$ cat config.mk
export PLATFORM = sky130hd
export DESIGN_NAME = fvn_smooth
export DESIGN_NICKNAME = d
export VERILOG_FILES = /design/src/sv/fvn_pkg.sv /design/src/sv/fvn_smooth.sv
export SDC_FILE = /design/constraint.sdc
export NUM_CORES = 1
export LEC_CHECK = 0
export CAP_MARGIN = 0
export CORE_UTILIZATION = 70
export DETAILED_ROUTE_END_ITERATION = 16
export DONT_BUFFER_PORTS = 1
export GPL_ROUTABILITY_DRIVEN = 0
export PLACE_DENSITY = 0.91
export SYNTH_ARGS = -nofsm -noshare
export SYNTH_HDL_FRONTEND = slang
export SYNTH_SLANG_ARGS = --single-unit
$ cat constraint.sdc
create_clock -name clk -period 15 [get_ports clk]
set_input_delay 2.25 -clock clk [delete_from_list [all_inputs] [get_ports clk]]
set_output_delay 2.25 -clock clk [all_outputs]
set_load 0.02 [all_outputs]
$ cat src/sv/fvn_pkg.sv
// shared constants, field types and codes for the fractal value noise pixel unit
package fvn_pkg;

  // lattice and arithmetic configuration
  localparam int LATTICE_SIZE = 64;
  localparam int OCTAVES      = 4;
  localparam int FRAC_BITS    = 12;

  // derived sizes
  localparam int LAT_BITS   = $clog2(LATTICE_SIZE);
  localparam int ADDR_BITS  = 2 * LAT_BITS;
  localparam int DEPTH      = LATTICE_SIZE * LATTICE_SIZE;
  localparam int OCT_W      = (OCTAVES > 1) ? $clog2(OCTAVES) : 1;
  localparam int COORD_W    = FRAC_BITS + LAT_BITS;
  localparam int PIXEL_W    = 10;
  localparam int STEP_W     = 12;
  localparam int TIME_W     = 18;
  localparam int BASE_W     = PIXEL_W + STEP_W;
  localparam int VAL_W      = 8;
  localparam int N_W        = VAL_W + FRAC_BITS;
  localparam int SUM_W      = N_W + 1;
  localparam int CNT_W      = 3;

  // register reset and colour constants
  localparam logic [STEP_W-1:0] STEP_RESET  = STEP_W'(205);
  localparam logic [VAL_W-1:0]  BLUE_OFFSET = VAL_W'(40);
  localparam logic [VAL_W-1:0]  GRAY_MAX    = VAL_W'(255);

  // smoothstep constant 3*ONE
  localparam logic [FRAC_BITS+1:0] SMOOTH_THREE = (FRAC_BITS + 2)'(3 * (1 << FRAC_BITS));

  // command codes
  localparam logic CMD_LOAD  = 1'b0;
  localparam logic CMD_PIXEL = 1'b1;

  // one corner read per cycle, then a last step that collects the final corner
  localparam logic [CNT_W-1:0] READ_LAST = CNT_W'(4);

  typedef struct packed {
    logic              command;
    logic [5:0]        lattice_col;
    logic [5:0]        lattice_row;
    logic [VAL_W-1:0]  lattice_value;
    logic [PIXEL_W-1:0] pixel_x;
    logic [PIXEL_W-1:0] pixel_y;
    logic [TIME_W-1:0] time_offset;
  } in_item_t;

  typedef struct packed {
    logic [VAL_W-1:0] gray_level;
    logic [VAL_W-1:0] blue_level;
  } out_item_t;

  // sequencer states, one-hot
  typedef enum logic [7:0] {
    S_IDLE  = 8'b0000_0001,
    S_SCALE = 8'b0000_0010,
    S_COORD = 8'b0000_0100,
    S_READ  = 8'b0000_1000,
    S_ROW   = 8'b0001_0000,
    S_COL   = 8'b0010_0000,
    S_ACC   = 8'b0100_0000,
    S_DONE  = 8'b1000_0000
  } state_t;

endpackage

$ cat src/sv/fvn_smooth.sv
// two-stage smoothstep weight f*f*(3-2f) in fixed point
module fvn_smooth (
  input  logic                          clk,
  input  logic [fvn_pkg::FRAC_BITS-1:0] frac,
  output logic [fvn_pkg::FRAC_BITS-1:0] weight
);

  localparam int F = fvn_pkg::FRAC_BITS;

  logic [2*F-1:0] square;
  logic [F-1:0]   sq_reg;
  logic [F+1:0]   slope;
  logic [2*F+1:0] product;

  // f*f, truncated to the fraction
  assign square = frac * frac;
  // 3 - 2f, frac is held steady while the pipe runs
  assign slope   = fvn_pkg::SMOOTH_THREE - {1'b0, frac, 1'b0};
  assign product = sq_reg * slope;

  always_ff @(posedge clk) begin
    sq_reg <= square[2*F-1:F];
    weight <= product[2*F-1:F];
  end

endmodule

==> impl_metrics.tcl <==
set metrics [dict create \
    outcome "completed" \
    hold_viol_final 0 \
    h-tree-depth 1 \
    cts-root-buf "clkbuf_16" \
    fmax_ghz 0.125 \
    crit_fanout 21 \
    rsz0062_at_grt "false" \
    path_clk_slew_ns 0.06 \
    synth-edff-count 0 \
    num_rows 40 \
    async_flop_share 0 \
    min_period_ns 7.99 \
    drc 0 \
    min_from "sq_reg[10]" \
    start_util 0.729 \
    grt_pass1_vias 7049 \
    drive_gt1_frac 0.0227 \
    finalMaxSlewViolations 0 \
    fin_crit_sh 0.532 \
    fin_nets 1276 \
    cap_viol_max_count 0 \
    required_ns 15.19 \
    critPathLaunchType "primary input" \
    cp_data_arrival_time_ns 8.18 \
    grt_max_degree 22 \
    cts_setup_buffers 0 \
    yosys.area.top_type "fa_1" \
    cts_tree "yes" \
    path_class "primary input to register" \
    avgSynthCellArea_sq_um 8.90 \
    grt_use_total 0.315 \
    ys_top_cells_by_area "fa_1 (42%), ha_1 (15%), inv_1 (11%), and2_1 (7.0%), dfxtp_1 (5.4%)" \
    yosysUniqueCellTypes 48 \
    gr-total-overflow 0 \
    drt_iter0_drc 496 \
    synth_cells 997 \
    grt_pass1_wl_microns 31900 \
    ys_ff_latch 24 \
    wl_per_cell_microns 16.3 \
    hpwl_microns 15500 \
    fillers 823 \
    portBuffers 0 \
    die_area_sq_um 13100 \
    core_sq_um 12200 \
    ant_nets 0 \
    diodes 0 \
    vias 6413 \
    startpoint "frac[0]" \
    worst_slew_pin_slew_ns 1.01 \
    fin_skew_ns 0.00174 \
    synthFlopType "dfxtp_1" \
    clk_path_buf_depth 2 \
    setup_violations 0 \
    fin_setup_tns_ns 0 \
    seq_area_frac_synth 0.0542 \
    yosys_warnings 0 \
    syn_to_final_growth_pct 2.07 \
    synth_area_sq_um 8870 \
    slew_headroom 0.324 \
    cts_hold_buf 0 \
    clk_latency_ns 0.26 \
    cts_buffers 3 \
    fp.dieH_microns 115 \
    viasPerCell 5.65 \
    dr.pass1.iters 5 \
    synth_top_area_share 0.417 \
    final_common_cell "inv_1" \
    die_w_microns 115 \
    layout_common_cells "inv_1 (252), fa_1 (185), nand2_1 (119), ha_1 (108), and2_1 (99)" \
    cts_sinks 24 \
    antenna_found_initial 0 \
    synth_nets 1303 \
    cts_resized 0 \
    routed_wl_microns 18500 \
    r2r-start "sq_reg[3]" \
    crit_path_end_kind "register" \
    min-delay-path-class "register to register" \
    pin_count 25 \
]
## final cells by class
cell class,instances,area [sq um],share of cell area
timing repair buffer,6,45.0,0.00497
sequential,24,480,0.0531
clock buffer,3,75.1,0.00829
tap,168,210,0.0232
inverter,253,950,0.105
multi-input combinational,682,7290,0.806
## cell families (layout without fill, tap and decap cells)
group / count (synthesis) / count (layout) / share of synthesized area
buf+inv: 291 / 262 / 0.124
flops: 24 / 24 / 0.0542
simple gates: 279 / 279 / 0.158
fa+ha+maj: 293 / 293 / 0.570
mux: 2 / 2 / 0.00240
compound gates: 62 / 62 / 0.0463
xor+xnor: 46 / 46 / 0.0454
## critical path, cell delays in order
cell	delay, ns
inv_1	0.07
ha_1	0.28
nand3_1	0.11
nor2_1	0.06
xnor2_1	0.78
nand2_1	0.19
fa_1	0.57
fa_1	0.57
inv_1	0.08
fa_1	0.44
fa_1	0.52
inv_1	0.05
fa_1	0.47
inv_1	0.04
ha_1	0.32
a21o_1	0.19
a21oi_1	0.13
o21ai_0	0.10
a21oi_1	0.33
a22oi_1	0.24
a31oi_1	0.23
xnor2_1	0.13
## cell usage after synthesis, types with 2 or more instances
| master | number |
|---|---|
| o21bai_1 | 2 |
| nor2b_1 | 6 |
| nor3_1 | 10 |
| nor4_1 | 3 |
| a21oi_2 | 2 |
| inv_1 | 252 |
| nor4_2 | 2 |
| dfxtp_1 | 24 |
| ha_1 | 108 |
| xnor2_1 | 36 |
| a21oi_1 | 22 |
| nor2_1 | 23 |
| a21o_1 | 8 |
| a31oi_1 | 2 |
| fa_1 | 185 |
| o21ai_0 | 9 |
| nand3_1 | 3 |
| nand2_1 | 119 |
| or2_2 | 2 |
| and4_1 | 5 |
| xor2_1 | 10 |
| o2111ai_1 | 2 |
| nand4_1 | 2 |
| and2_1 | 99 |
| clkbuf_1 | 37 |
| a22oi_1 | 2 |
## metrics by stage
stage	hold slack (ns)	worst slack, ns	std cells	instance area (sq um)	util
2_1_floorplan	0.597	7.23	997	8870	-
3_3_place_gp	0.819	7.07	1133	8980	0.738
3_5_place_dp	0.878	6.81	1133	8980	0.738
4_1_cts	0.888	7.04	1136	9050	0.745
5_1_grt	0.935	6.62	1136	9050	0.745
6_report	0.889	7.01	1136	9050	0.745
## metal layers
layer | global-route usage | up-vias | routed length (microns)
met5 | 0 | - | 0
met4 | 0.134 | 0 | 690
met3 | 0.0371 | 60 | 1140
met2 | 0.571 | 262 | 9680
met1 | 0.381 | 3205 | 7020
li1 | - | 2886 | -
## worst paths after layout
| check | end | slack, ns | cells after the start |
|---|---|---|---|
| hold / removal | weight[11] | 0.89 | 3 |
| hold reg to reg | weight[11] | 0.89 | 3 |
| setup reg to reg | weight[11] | 9.67 | 17 |
| setup / recovery | weight[11] | 7.01 | 22 |
Power is left out: the tool's default activity adds up to more than one toggle a clock period on the data nets, which glitch-free logic cannot reach.
